--- src/sv/eps_pkg.sv ---
package eps_pkg;

  // Speed is refreshed once more than this many milliseconds have elapsed.
  localparam logic [31:0] SPEED_WINDOW_MS = 32'd200;
  // Per-millisecond rate to per-minute rate: the number of milliseconds in a minute.
  localparam logic [15:0] SPEED_SCALE     = 16'd60000;
  localparam logic [15:0] RESOLUTION_RST  = 16'd1024;

  // Widths of the shared 32x16 multiplier and of the divider.
  localparam int PROD_W     = 48;
  localparam int DIV_STEPS  = PROD_W;
  localparam int DIV_CNT_W  = $clog2(DIV_STEPS);

  // APB address width: four 32-bit registers.
  localparam int ADDR_W = 4;

  typedef enum logic [1:0] {
    KIND_SAMPLE = 2'd0,
    KIND_ZERO   = 2'd1,
    KIND_PRESET = 2'd2,
    KIND_RESET  = 2'd3
  } kind_t;

  typedef enum logic [1:0] {
    REG_DIRECTION  = 2'd0,
    REG_DIAMETER   = 2'd1,
    REG_RELATIVE   = 2'd2,
    REG_RESOLUTION = 2'd3
  } reg_idx_t;

  typedef enum logic [1:0] {
    MS_PRE = 2'd0,
    MS_NUM = 2'd1,
    MS_DEN = 2'd2
  } mul_sel_t;

  typedef enum logic [2:0] {
    ST_IDLE,
    ST_EVAL,
    ST_DECIDE,
    ST_MUL_PRE,
    ST_MUL_NUM,
    ST_MUL_DEN,
    ST_DIV,
    ST_COMMIT
  } state_t;

  typedef struct packed {
    logic        direction_invert;
    logic        diameter_mode;
    logic        relative_mode;
    logic [15:0] resolution;
  } cfg_t;

  typedef struct packed {
    logic     capture;
    logic     eval;
    logic     mul_en;
    mul_sel_t mul_sel;
    logic     div_step;
    logic     commit;
    logic     upd;
  } cmd_t;

  typedef struct packed {
    kind_t kind;
    logic  win_ok;
    logic  res_zero;
    logic  out_free;
  } sts_t;

endpackage

--- src/sv/eps_in_if.sv ---
interface eps_in_if;
  logic               valid;
  logic               ready;
  logic [1:0]         kind;
  logic signed [31:0] hw_count;
  logic [31:0]        time_ms;
  logic signed [31:0] preset_value;

  modport source (output valid, kind, hw_count, time_ms, preset_value, input ready);
  modport sink (input valid, kind, hw_count, time_ms, preset_value, output ready);
endinterface

--- src/sv/eps_out_if.sv ---
interface eps_out_if;
  logic               valid;
  logic               ready;
  logic signed [31:0] position;
  logic signed [31:0] speed;
  logic               speed_updated;

  modport source (output valid, position, speed, speed_updated, input ready);
  modport sink (input valid, position, speed, speed_updated, output ready);
endinterface

--- src/sv/eps_ctrl.sv ---
module eps_ctrl (
  input  logic          clk,
  input  logic          rst,
  input  logic          in_valid,
  output logic          in_ready,
  input  eps_pkg::sts_t sts,
  output eps_pkg::cmd_t cmd
);

  eps_pkg::state_t               state, state_next;
  logic                          upd, upd_next;
  logic [eps_pkg::DIV_CNT_W-1:0] cnt, cnt_next;

  // State register and sequencing counters.
  always_ff @(posedge clk) begin
    if (rst) begin
      state <= eps_pkg::ST_IDLE;
      upd   <= 1'b0;
      cnt   <= '0;
    end else begin
      state <= state_next;
      upd   <= upd_next;
      cnt   <= cnt_next;
    end
  end

  // Next state and datapath commands.
  always_comb begin
    state_next  = state;
    upd_next    = upd;
    cnt_next    = cnt;
    in_ready    = 1'b0;
    cmd         = '0;
    cmd.mul_sel = eps_pkg::MS_PRE;
    cmd.upd     = upd;
    unique case (state)
      eps_pkg::ST_IDLE: begin
        in_ready = 1'b1;
        if (in_valid) begin
          cmd.capture = 1'b1;
          state_next  = eps_pkg::ST_EVAL;
        end
      end
      eps_pkg::ST_EVAL: begin
        cmd.eval = 1'b1;
        upd_next = 1'b0;
        case (sts.kind)
          eps_pkg::KIND_SAMPLE: state_next = eps_pkg::ST_DECIDE;
          eps_pkg::KIND_PRESET: state_next = eps_pkg::ST_MUL_PRE;
          default:              state_next = eps_pkg::ST_COMMIT;
        endcase
      end
      eps_pkg::ST_DECIDE: begin
        if (!sts.win_ok) begin
          state_next = eps_pkg::ST_COMMIT;
        end else begin
          upd_next   = 1'b1;
          state_next = sts.res_zero ? eps_pkg::ST_COMMIT : eps_pkg::ST_MUL_NUM;
        end
      end
      eps_pkg::ST_MUL_PRE: begin
        cmd.mul_en  = 1'b1;
        cmd.mul_sel = eps_pkg::MS_PRE;
        state_next  = eps_pkg::ST_COMMIT;
      end
      eps_pkg::ST_MUL_NUM: begin
        cmd.mul_en  = 1'b1;
        cmd.mul_sel = eps_pkg::MS_NUM;
        state_next  = eps_pkg::ST_MUL_DEN;
      end
      eps_pkg::ST_MUL_DEN: begin
        cmd.mul_en  = 1'b1;
        cmd.mul_sel = eps_pkg::MS_DEN;
        cnt_next    = '0;
        state_next  = eps_pkg::ST_DIV;
      end
      eps_pkg::ST_DIV: begin
        cmd.div_step = 1'b1;
        if (cnt == eps_pkg::DIV_CNT_W'(eps_pkg::DIV_STEPS - 1)) begin
          state_next = eps_pkg::ST_COMMIT;
        end else begin
          cnt_next = cnt + 1'b1;
        end
      end
      eps_pkg::ST_COMMIT: begin
        if (sts.out_free) begin
          cmd.commit = 1'b1;
          state_next = eps_pkg::ST_IDLE;
        end
      end
    endcase
  end

  // The divider runs exactly its step count and then hands over to commit.
  a_div_done: assert property (@(posedge clk) disable iff (rst)
    (state == eps_pkg::ST_DIV && cnt == eps_pkg::DIV_CNT_W'(eps_pkg::DIV_STEPS - 1))
    |=> state == eps_pkg::ST_COMMIT)
    else $error("divider did not hand over to commit");

  // Every accepted word is evaluated in the following cycle.
  a_capture_eval: assert property (@(posedge clk) disable iff (rst)
    cmd.capture |=> (state == eps_pkg::ST_EVAL && cmd.eval))
    else $error("accepted word was not evaluated");

  // A speed update is only flagged for sample words.
  a_upd_sample: assert property (@(posedge clk) disable iff (rst)
    (cmd.commit && cmd.upd) |-> sts.kind == eps_pkg::KIND_SAMPLE)
    else $error("speed update flagged for a non-sample word");

endmodule

--- src/sv/eps_dp.sv ---
module eps_dp (
  input  logic               clk,
  input  logic               rst,
  input  eps_pkg::cfg_t      cfg,
  input  eps_pkg::cmd_t      cmd,
  output eps_pkg::sts_t      sts,
  input  logic [1:0]         in_kind,
  input  logic [31:0]        in_hw_count,
  input  logic [31:0]        in_time_ms,
  input  logic [31:0]        in_preset_value,
  output logic               out_valid,
  input  logic               out_ready,
  output logic [31:0]        out_position,
  output logic [31:0]        out_speed,
  output logic               out_speed_updated
);

  localparam int PW = eps_pkg::PROD_W;

  eps_pkg::kind_t kind_r;
  logic [31:0]    a_r, time_r, preset_r;
  logic [31:0]    dt_r, mag_r;
  logic           neg_r;
  logic [PW-1:0]  q_r, den_r, rem_r;

  logic [31:0] abs_zero, rel_zero, last_t, last_p, speed_v;
  logic [31:0] abs_zero_next, rel_zero_next, last_t_next, last_p_next, speed_v_next;

  logic [31:0]   a_in, inv_cnt, dpos, src;
  logic [31:0]   mul_a;
  logic [15:0]   mul_b;
  logic [PW-1:0] prod;
  logic [PW:0]   rem_sh;
  logic          ge;
  logic [31:0]   offset, z, zero_sel, speed_sat;
  logic          out_free;

  // Absolute count from the raw count: optional negate, then optional double.
  always_comb begin
    inv_cnt = cfg.direction_invert ? 32'd0 - in_hw_count : in_hw_count;
    a_in    = cfg.diameter_mode ? {inv_cnt[30:0], 1'b0} : inv_cnt;
  end

  // Input word registers.
  always_ff @(posedge clk) begin
    if (cmd.capture) begin
      kind_r   <= eps_pkg::kind_t'(in_kind);
      a_r      <= a_in;
      time_r   <= in_time_ms;
      preset_r <= in_preset_value;
    end
  end

  // Elapsed time, and sign and magnitude of the position delta or preset.
  always_comb begin
    dpos = a_r - last_p;
    src  = (kind_r == eps_pkg::KIND_PRESET) ? preset_r : dpos;
  end

  always_ff @(posedge clk) begin
    if (cmd.eval) begin
      dt_r  <= time_r - last_t;
      neg_r <= src[31];
      mag_r <= src[31] ? 32'd0 - src : src;
    end
  end

  // Shared 32x16 multiplier.
  always_comb begin
    case (cmd.mul_sel)
      eps_pkg::MS_PRE: begin
        mul_a = mag_r;
        mul_b = cfg.resolution;
      end
      eps_pkg::MS_NUM: begin
        mul_a = mag_r;
        mul_b = eps_pkg::SPEED_SCALE;
      end
      eps_pkg::MS_DEN: begin
        mul_a = dt_r;
        mul_b = cfg.resolution;
      end
      default: begin
        mul_a = mag_r;
        mul_b = cfg.resolution;
      end
    endcase
    prod = PW'(mul_a) * PW'(mul_b);
  end

  // Restoring divider, one quotient bit per cycle; q_r holds the dividend
  // and collects the quotient.
  always_comb begin
    rem_sh = {rem_r, q_r[PW-1]};
    ge     = rem_sh >= {1'b0, den_r};
  end

  always_ff @(posedge clk) begin
    if (cmd.mul_en) begin
      if (cmd.mul_sel == eps_pkg::MS_DEN) begin
        den_r <= prod;
        rem_r <= '0;
      end else begin
        q_r <= prod;
      end
    end else if (cmd.div_step) begin
      rem_r <= ge ? PW'(rem_sh - {1'b0, den_r}) : rem_sh[PW-1:0];
      q_r   <= {q_r[PW-2:0], ge};
    end
  end

  // Signed speed from the quotient, saturated to 32 bits.
  always_comb begin
    if (neg_r) begin
      if ((|q_r[PW-1:32]) || (q_r[31] && (|q_r[30:0]))) begin
        speed_sat = 32'h8000_0000;
      end else begin
        speed_sat = 32'd0 - q_r[31:0];
      end
    end else begin
      speed_sat = (|q_r[PW-1:31]) ? 32'h7FFF_FFFF : q_r[31:0];
    end
  end

  // Preset offset is the Q16.16 product truncated toward zero.
  always_comb begin
    offset = neg_r ? 32'd0 - q_r[47:16] : q_r[47:16];
    z      = (kind_r == eps_pkg::KIND_ZERO) ? a_r : a_r - offset;
  end

  // Next values of the reference and speed state.
  always_comb begin
    abs_zero_next = abs_zero;
    rel_zero_next = rel_zero;
    last_t_next   = last_t;
    last_p_next   = last_p;
    speed_v_next  = speed_v;
    case (kind_r)
      eps_pkg::KIND_SAMPLE: begin
        if (cmd.upd) begin
          speed_v_next = cfg.resolution == '0 ? 32'd0 : speed_sat;
          last_t_next  = time_r;
          last_p_next  = a_r;
        end
      end
      eps_pkg::KIND_ZERO, eps_pkg::KIND_PRESET: begin
        if (cfg.relative_mode) begin
          rel_zero_next = z;
        end else begin
          abs_zero_next = z;
        end
      end
      eps_pkg::KIND_RESET: begin
        abs_zero_next = '0;
        rel_zero_next = '0;
        last_t_next   = time_r;
        last_p_next   = a_r;
        speed_v_next  = '0;
      end
      default: begin
        speed_v_next = speed_v;
      end
    endcase
    zero_sel = cfg.relative_mode ? rel_zero_next : abs_zero_next;
  end

  always_ff @(posedge clk) begin
    if (rst) begin
      abs_zero <= '0;
      rel_zero <= '0;
      last_t   <= '0;
      last_p   <= '0;
      speed_v  <= '0;
    end else if (cmd.commit) begin
      abs_zero <= abs_zero_next;
      rel_zero <= rel_zero_next;
      last_t   <= last_t_next;
      last_p   <= last_p_next;
      speed_v  <= speed_v_next;
    end
  end

  // Output register: holds one finished word until it is taken.
  assign out_free = !out_valid || out_ready;

  always_ff @(posedge clk) begin
    if (rst) begin
      out_valid <= 1'b0;
    end else if (cmd.commit) begin
      out_valid <= 1'b1;
    end else if (out_ready) begin
      out_valid <= 1'b0;
    end
  end

  always_ff @(posedge clk) begin
    if (cmd.commit) begin
      out_position      <= a_r - zero_sel;
      out_speed         <= speed_v_next;
      out_speed_updated <= cmd.upd;
    end
  end

  // Status to the controller.
  always_comb begin
    sts.kind     = kind_r;
    sts.win_ok   = dt_r > eps_pkg::SPEED_WINDOW_MS;
    sts.res_zero = cfg.resolution == '0;
    sts.out_free = out_free;
  end

  // A word is only committed into a free output register.
  a_commit_free: assert property (@(posedge clk) disable iff (rst)
    cmd.commit |-> out_free)
    else $error("commit into an occupied output register");

  // A commit always presents a word in the next cycle.
  a_commit_valid: assert property (@(posedge clk) disable iff (rst)
    cmd.commit |=> out_valid)
    else $error("committed word not presented");

  // Resetting all counters clears the stored speed.
  a_reset_speed: assert property (@(posedge clk) disable iff (rst)
    (cmd.commit && kind_r == eps_pkg::KIND_RESET) |=> (speed_v == '0 && abs_zero == '0))
    else $error("reset word left speed or zero state");

endmodule

--- src/sv/encoder_position_speed_readout_unit.sv ---
// Channel   Dir  Word contents
// item      in   kind, hw_count, time_ms, preset_value
// result    out  position, speed, speed_updated
// apb       in   direction_invert, diameter_mode, relative_mode, resolution
//
// One result word per item word. Zero and reset words go from evaluation
// straight to commit, and preset words take one multiplier pass first. A sample
// word outside the speed window goes from the window decision to commit, and a
// sample word that refreshes the speed at a nonzero resolution passes twice
// through the shared multiplier and then through the 48-step restoring divider.
// After each commit the controller returns to idle to accept the next word. Reset
// is synchronous and returns the zeros, speed state and registers to their
// defaults. A finished word waits in the output register while the next item
// word is accepted; the block stalls only if a second word finishes.
module encoder_position_speed_readout_unit (
  input  logic                       clk,
  input  logic                       rst,
  eps_in_if.sink                     item,
  eps_out_if.source                  result,
  input  logic                       psel,
  input  logic                       penable,
  input  logic                       pwrite,
  input  logic [eps_pkg::ADDR_W-1:0] paddr,
  input  logic [31:0]                pwdata,
  output logic [31:0]                prdata,
  output logic                       pready
);

  eps_pkg::cfg_t     cfg;
  eps_pkg::cmd_t     cmd;
  eps_pkg::sts_t     sts;
  eps_pkg::reg_idx_t reg_idx;
  logic              wr_en;
  logic [31:0]       position_w, speed_w;

  // Configuration registers behind the APB port.
  assign pready  = 1'b1;
  assign wr_en   = psel && penable && pwrite;
  assign reg_idx = eps_pkg::reg_idx_t'(paddr[3:2]);

  always_ff @(posedge clk) begin
    if (rst) begin
      cfg.direction_invert <= 1'b0;
      cfg.diameter_mode    <= 1'b0;
      cfg.relative_mode    <= 1'b0;
      cfg.resolution       <= eps_pkg::RESOLUTION_RST;
    end else if (wr_en) begin
      unique case (reg_idx)
        eps_pkg::REG_DIRECTION:  cfg.direction_invert <= pwdata[0];
        eps_pkg::REG_DIAMETER:   cfg.diameter_mode    <= pwdata[0];
        eps_pkg::REG_RELATIVE:   cfg.relative_mode    <= pwdata[0];
        eps_pkg::REG_RESOLUTION: cfg.resolution       <= pwdata[15:0];
      endcase
    end
  end

  // Register readback.
  always_comb begin
    unique case (reg_idx)
      eps_pkg::REG_DIRECTION:  prdata = {31'd0, cfg.direction_invert};
      eps_pkg::REG_DIAMETER:   prdata = {31'd0, cfg.diameter_mode};
      eps_pkg::REG_RELATIVE:   prdata = {31'd0, cfg.relative_mode};
      eps_pkg::REG_RESOLUTION: prdata = {16'd0, cfg.resolution};
    endcase
  end

  eps_ctrl u_ctrl (
    .clk      (clk),
    .rst      (rst),
    .in_valid (item.valid),
    .in_ready (item.ready),
    .sts      (sts),
    .cmd      (cmd)
  );

  eps_dp u_dp (
    .clk               (clk),
    .rst               (rst),
    .cfg               (cfg),
    .cmd               (cmd),
    .sts               (sts),
    .in_kind           (item.kind),
    .in_hw_count       (item.hw_count),
    .in_time_ms        (item.time_ms),
    .in_preset_value   (item.preset_value),
    .out_valid         (result.valid),
    .out_ready         (result.ready),
    .out_position      (position_w),
    .out_speed         (speed_w),
    .out_speed_updated (result.speed_updated)
  );

  assign result.position = position_w;
  assign result.speed    = speed_w;

endmodule

--- src/flat_wrapper.sv ---
// flat-port wrapper written by rule: the top's interface ports become plain ports
module encoder_position_speed_readout_unit_flat 
  (clk, rst, psel, penable, pwrite, paddr, pwdata, prdata, pready, item_valid, item_kind, item_hw_count, item_time_ms, item_preset_value, item_ready, result_valid, result_position, result_speed, result_speed_updated, result_ready);
  eps_in_if item_i ();
  eps_out_if result_i ();
  input  logic clk;
  input  logic rst;
  input  logic psel;
  input  logic penable;
  input  logic pwrite;
  input  logic [eps_pkg::ADDR_W-1:0] paddr;
  input  logic [31:0] pwdata;
  output logic [31:0] prdata;
  output logic pready;
  input wire logic [$bits(item_i.valid)-1:0] item_valid;
  input wire logic [$bits(item_i.kind)-1:0] item_kind;
  input wire logic [$bits(item_i.hw_count)-1:0] item_hw_count;
  input wire logic [$bits(item_i.time_ms)-1:0] item_time_ms;
  input wire logic [$bits(item_i.preset_value)-1:0] item_preset_value;
  output wire logic [$bits(item_i.ready)-1:0] item_ready;
  output wire logic [$bits(result_i.valid)-1:0] result_valid;
  output wire logic [$bits(result_i.position)-1:0] result_position;
  output wire logic [$bits(result_i.speed)-1:0] result_speed;
  output wire logic [$bits(result_i.speed_updated)-1:0] result_speed_updated;
  input wire logic [$bits(result_i.ready)-1:0] result_ready;
  assign item_i.valid = item_valid;
  assign item_i.kind = item_kind;
  assign item_i.hw_count = item_hw_count;
  assign item_i.time_ms = item_time_ms;
  assign item_i.preset_value = item_preset_value;
  assign item_ready = item_i.ready;
  assign result_valid = result_i.valid;
  assign result_position = result_i.position;
  assign result_speed = result_i.speed;
  assign result_speed_updated = result_i.speed_updated;
  assign result_i.ready = result_ready;
  encoder_position_speed_readout_unit u_core (.clk(clk), .rst(rst), .item(item_i), .result(result_i), .psel(psel), .penable(penable), .pwrite(pwrite), .paddr(paddr), .pwdata(pwdata), .prdata(prdata), .pready(pready));
endmodule
--- config.mk ---
export PLATFORM = sky130hd
export DESIGN_NAME = encoder_position_speed_readout_unit_flat
export DESIGN_NICKNAME = d
export VERILOG_FILES = /design/src/sv/eps_pkg.sv /design/src/sv/eps_in_if.sv /design/src/sv/eps_out_if.sv /design/src/sv/eps_ctrl.sv /design/src/sv/eps_dp.sv /design/src/sv/encoder_position_speed_readout_unit.sv /design/src/flat_wrapper.sv
export SDC_FILE = /design/constraint.sdc
export NUM_CORES = 2
export LEC_CHECK = 0
export BUFFER_PORTS_ARGS = -buffer_cell sky130_fd_sc_hd__buf_4
export CORE_UTILIZATION = 50
export DETAILED_ROUTE_END_ITERATION = 7
export PLACE_DENSITY_LB_ADDON = 0.2
export SLEW_MARGIN = 20
export SYNTH_ARGS = -nofsm -noshare
export SYNTH_HDL_FRONTEND = slang
export SYNTH_HIERARCHICAL = 1
export SYNTH_SLANG_ARGS = --single-unit
--- constraint.sdc ---
create_clock -name clk -period 9.75 [get_ports clk]
set_input_delay 1.95 -clock clk [delete_from_list [all_inputs] [get_ports clk]]
set_output_delay 1.95 -clock clk [all_outputs]
set_load 0.01 [all_outputs]
==> results.ini <==
[placed_design]
placed_area_mm2=0.0535
port_buffers=205
finalWeightedCongestion=0.963
hpwl_mm=112
post-place-ws_ps=822

[critical_path]
critPathArrivalTime_ps=9430
worstSetupPathType=reg2reg
crit_required_ps=10180
critPathMaxFanout=18
r2r_cells=28
r2r_slack_ps=740
crit_path_end_kind=flip-flop
r2r_end=u_core/u_dp/q_r[39]
max_stage_delay_ps=640
regToRegStartpoint=u_core/u_ctrl/state[2]
cp-start-kind=flip-flop
slowest_stage=and2_1
cp_common_cell=fa_1

[yosys]
yosys_warnings=6
synth_flop_cell=edfxtp_1
syn_inst=5535
synth-seq-cells=562
synth_edf_count=372
seq_area_frac_synth=0.297
yosysTopAreaCell=edfxtp_1
synthTopCellsByArea=edfxtp_1 22%, fa_1 17%, dfxtp_1 7.5%
async_flop_share=0
avgSynthCellArea_um2=9.12
ys_types=108
synth_top_area_frac=0.221
synthesis.area_mm2=0.0505

[timing]
hold_viol=0
worst_slack_ps=743
fin_worst_skew_ps=44.3
slew_violations=0
min_period_ps=9010
tightest_slew_ps=1220
finalSetupTns_ps=0
rsz0062_at_grt=false
max_freq_ghz=0.111
slew_headroom=0.175
period_share=0.924
finalSetupViolCount=0

[routing]
avgViaCountPerCell=5.83
drcViolationCount=0
ant_nets=0
wl_per_cell_um=20.8
wirelength_mm=146
drt_first_pass_iters=6
first_iter_violations=3585
vias=40905

[pwr]
seqPwrFrac=0.215
power.leakage_nw=23.3
power.density_mw_per_mm2=296
pwr-share-comb=0.630
pwr-share-clk=0.155
swShare=0.485
ir_drop_mv=0.376
p_int_w=0.00850
netSwitchingPower_w=0.00801

[cts]
postCtsHoldBufs=0
htreeDepth=3
cts_tree=yes
post_cts_resized=0
cts_buffers=66
clk_pin_slew_ps=70
clk_path_buf_depth=3
root_buffer=clkbuf_16
post-cts-setup-buffers=0
clock-sinks=562
insertion_delay_ps=670

[cells_and_area]
multi_input_area_mm2=0.0321
final_common_cell=nand2_1
seqCellArea_mm2=0.0150
fin_area_mm2=0.0557
syn_to_final_growth_pct=10.3
nets=6531
final_cell_mix=734 x nand2_1, 649 x inv_1, 503 x nor2_1
final_layout_size_suffix_gt1_frac=0.104
fillers=9038

[hold_path]
hold_depth=2
hold_class=reg2reg
hold_end=u_core/u_dp/last_t[30]
min_from=u_core/u_dp/last_t[30]

[run_status]
status=finished, final reports clean

[die]
rows=116
die_x_um=320
dieHeight_um=320
start_util=0.504
fp.coreArea_mm2=0.100
die_area_mm2=0.102
io_pins=241

[grt]
grt_pass1_vias=40327
grt_pass1_wl_mm=228
grt_max_degree=131
overflow=0
grt.total_usage=0.288
antenna_found_initial=7

[flow_run]
cap_violations=0

-- cells in the mapped netlist (25+ instances only) --
cell	n
a21o_1	130
a22o_1	26
inv_1	649
nand2_1	735
o31ai_1	36
a22oi_1	84
nand3_1	47
and2_1	32
xor2_1	144
a21oi_1	325
nand4_1	37
edfxtp_1	372
nor3_1	89
clkbuf_1	210
mux2_2	106
a31oi_1	45
nor2_1	506
dfxtp_1	190
ha_1	301
a32oi_1	29
xnor2_1	132
o21bai_1	38
nor2b_1	33
o21a_1	42
and3_1	41
a211oi_1	33
fa_1	423
mux2i_1	84
o21ai_0	173
nand2b_1	85
or3_1	25
-- routing by layer --
metal  wire length [um]  up-vias  GRT usage
li1                   -    19063          -
met1              62000    19904      0.385
met2              65400     1576      0.454
met3              11100      358     0.0477
met4               7640        4      0.142
met5                 31        -          0
-- kinds of logic (layout without fill, tap and decap cells) --
family,after synthesis,after routing,share of synthesized area
mux,191,191,0.0407
other cells,2,18,0.000149
compound gates,1133,1133,0.148
xor+xnor,276,276,0.0479
simple gates,1728,1728,0.153
buf+inv,919,1086,0.0710
flops,562,562,0.297
fa+ha+maj,724,724,0.242
-- flip-flops by register name (all words and copies together) (netlist names), 19 cells and up --
name,cells
u_core/cfg,19
u_core/u_dp/a_r,32
u_core/u_dp/abs_zero,32
u_core/u_dp/den_r,48
u_core/u_dp/dt_r,32
u_core/u_dp/last_p,32
u_core/u_dp/last_t,32
u_core/u_dp/mag_r,32
u_core/u_dp/out_position,32
u_core/u_dp/out_speed,32
u_core/u_dp/preset_r,32
u_core/u_dp/q_r,48
u_core/u_dp/rel_zero,32
u_core/u_dp/rem_r,48
u_core/u_dp/speed_v,32
u_core/u_dp/time_r,32
-- final cells by class --
| cell class | count | area share |
|---|---|---|
| Multi-Input combinational cell | 4069 | 0.576 |
| Clock inverter | 37 | 0.00667 |
| Inverter | 651 | 0.0439 |
| Clock buffer | 82 | 0.0330 |
| Antenna cell | 1 | 0.0000449 |
| Sequential cell | 562 | 0.269 |
| Tap cell | 1298 | 0.0292 |
| Timing Repair Buffer | 316 | 0.0429 |
-- worst max-delay path: cells and delay by family, from the launching register on --
kind	cells	cell delay, ps
adders and majority gates	7	3540
and+or+nand+nor	9	2350
AOI/OAI and AO/OA	4	1220
buffers and inverters	6	830
DFF	1	310
muxes	1	310
xor gates and xnor gates	1	200
-- power by group through the flow --
| stage | clock, W | combinational, W | sequential (W) |
|---|---|---|---|
| floorplan | 0 | 0.00710 | 0.00343 |
| CTS | 0.00261 | 0.0104 | 0.00354 |
| detailed placement | 0 | 0.0103 | 0.00359 |
| finish | 0.00256 | 0.0104 | 0.00355 |
| global route | 0.00269 | 0.0115 | 0.00358 |
| global placement | 0 | 0.0102 | 0.00358 |
-- how the worst max path moves through the flow --
stage	from	endpoint	slack (ps)	depth (start not counted)
6_report	u_core/u_ctrl/state[2]	u_core/u_dp/q_r[39]	740	28
3_5_place_dp	u_core/u_ctrl/state[2]	u_core/u_dp/q_r[39]	820	25
4_1_cts	u_core/u_ctrl/state[2]	u_core/u_dp/q_r[39]	840	25
5_1_grt	u_core/u_ctrl/state[2]	u_core/u_dp/q_r[39]	340	28
2_1_floorplan	u_core/u_ctrl/state[0]	u_core/u_dp/q_r[46]	1290	32
3_3_place_gp	u_core/u_ctrl/state[2]	u_core/u_dp/q_r[39]	960	25
-- stage by stage --
stage | instances | power (W) | util | hold slack [ps]
final | 7016 | 0.0165 | 0.556 | 453
after global routing | 7015 | 0.0178 | 0.556 | 470
after CTS | 7015 | 0.0165 | 0.556 | 454
after detailed placement | 6896 | 0.0139 | 0.534 | 446
after global placement | 6896 | 0.0138 | 0.534 | 440
after floorplan | 5550 | 0.0105 | - | 431
Power figures use the tool's default switching activity.
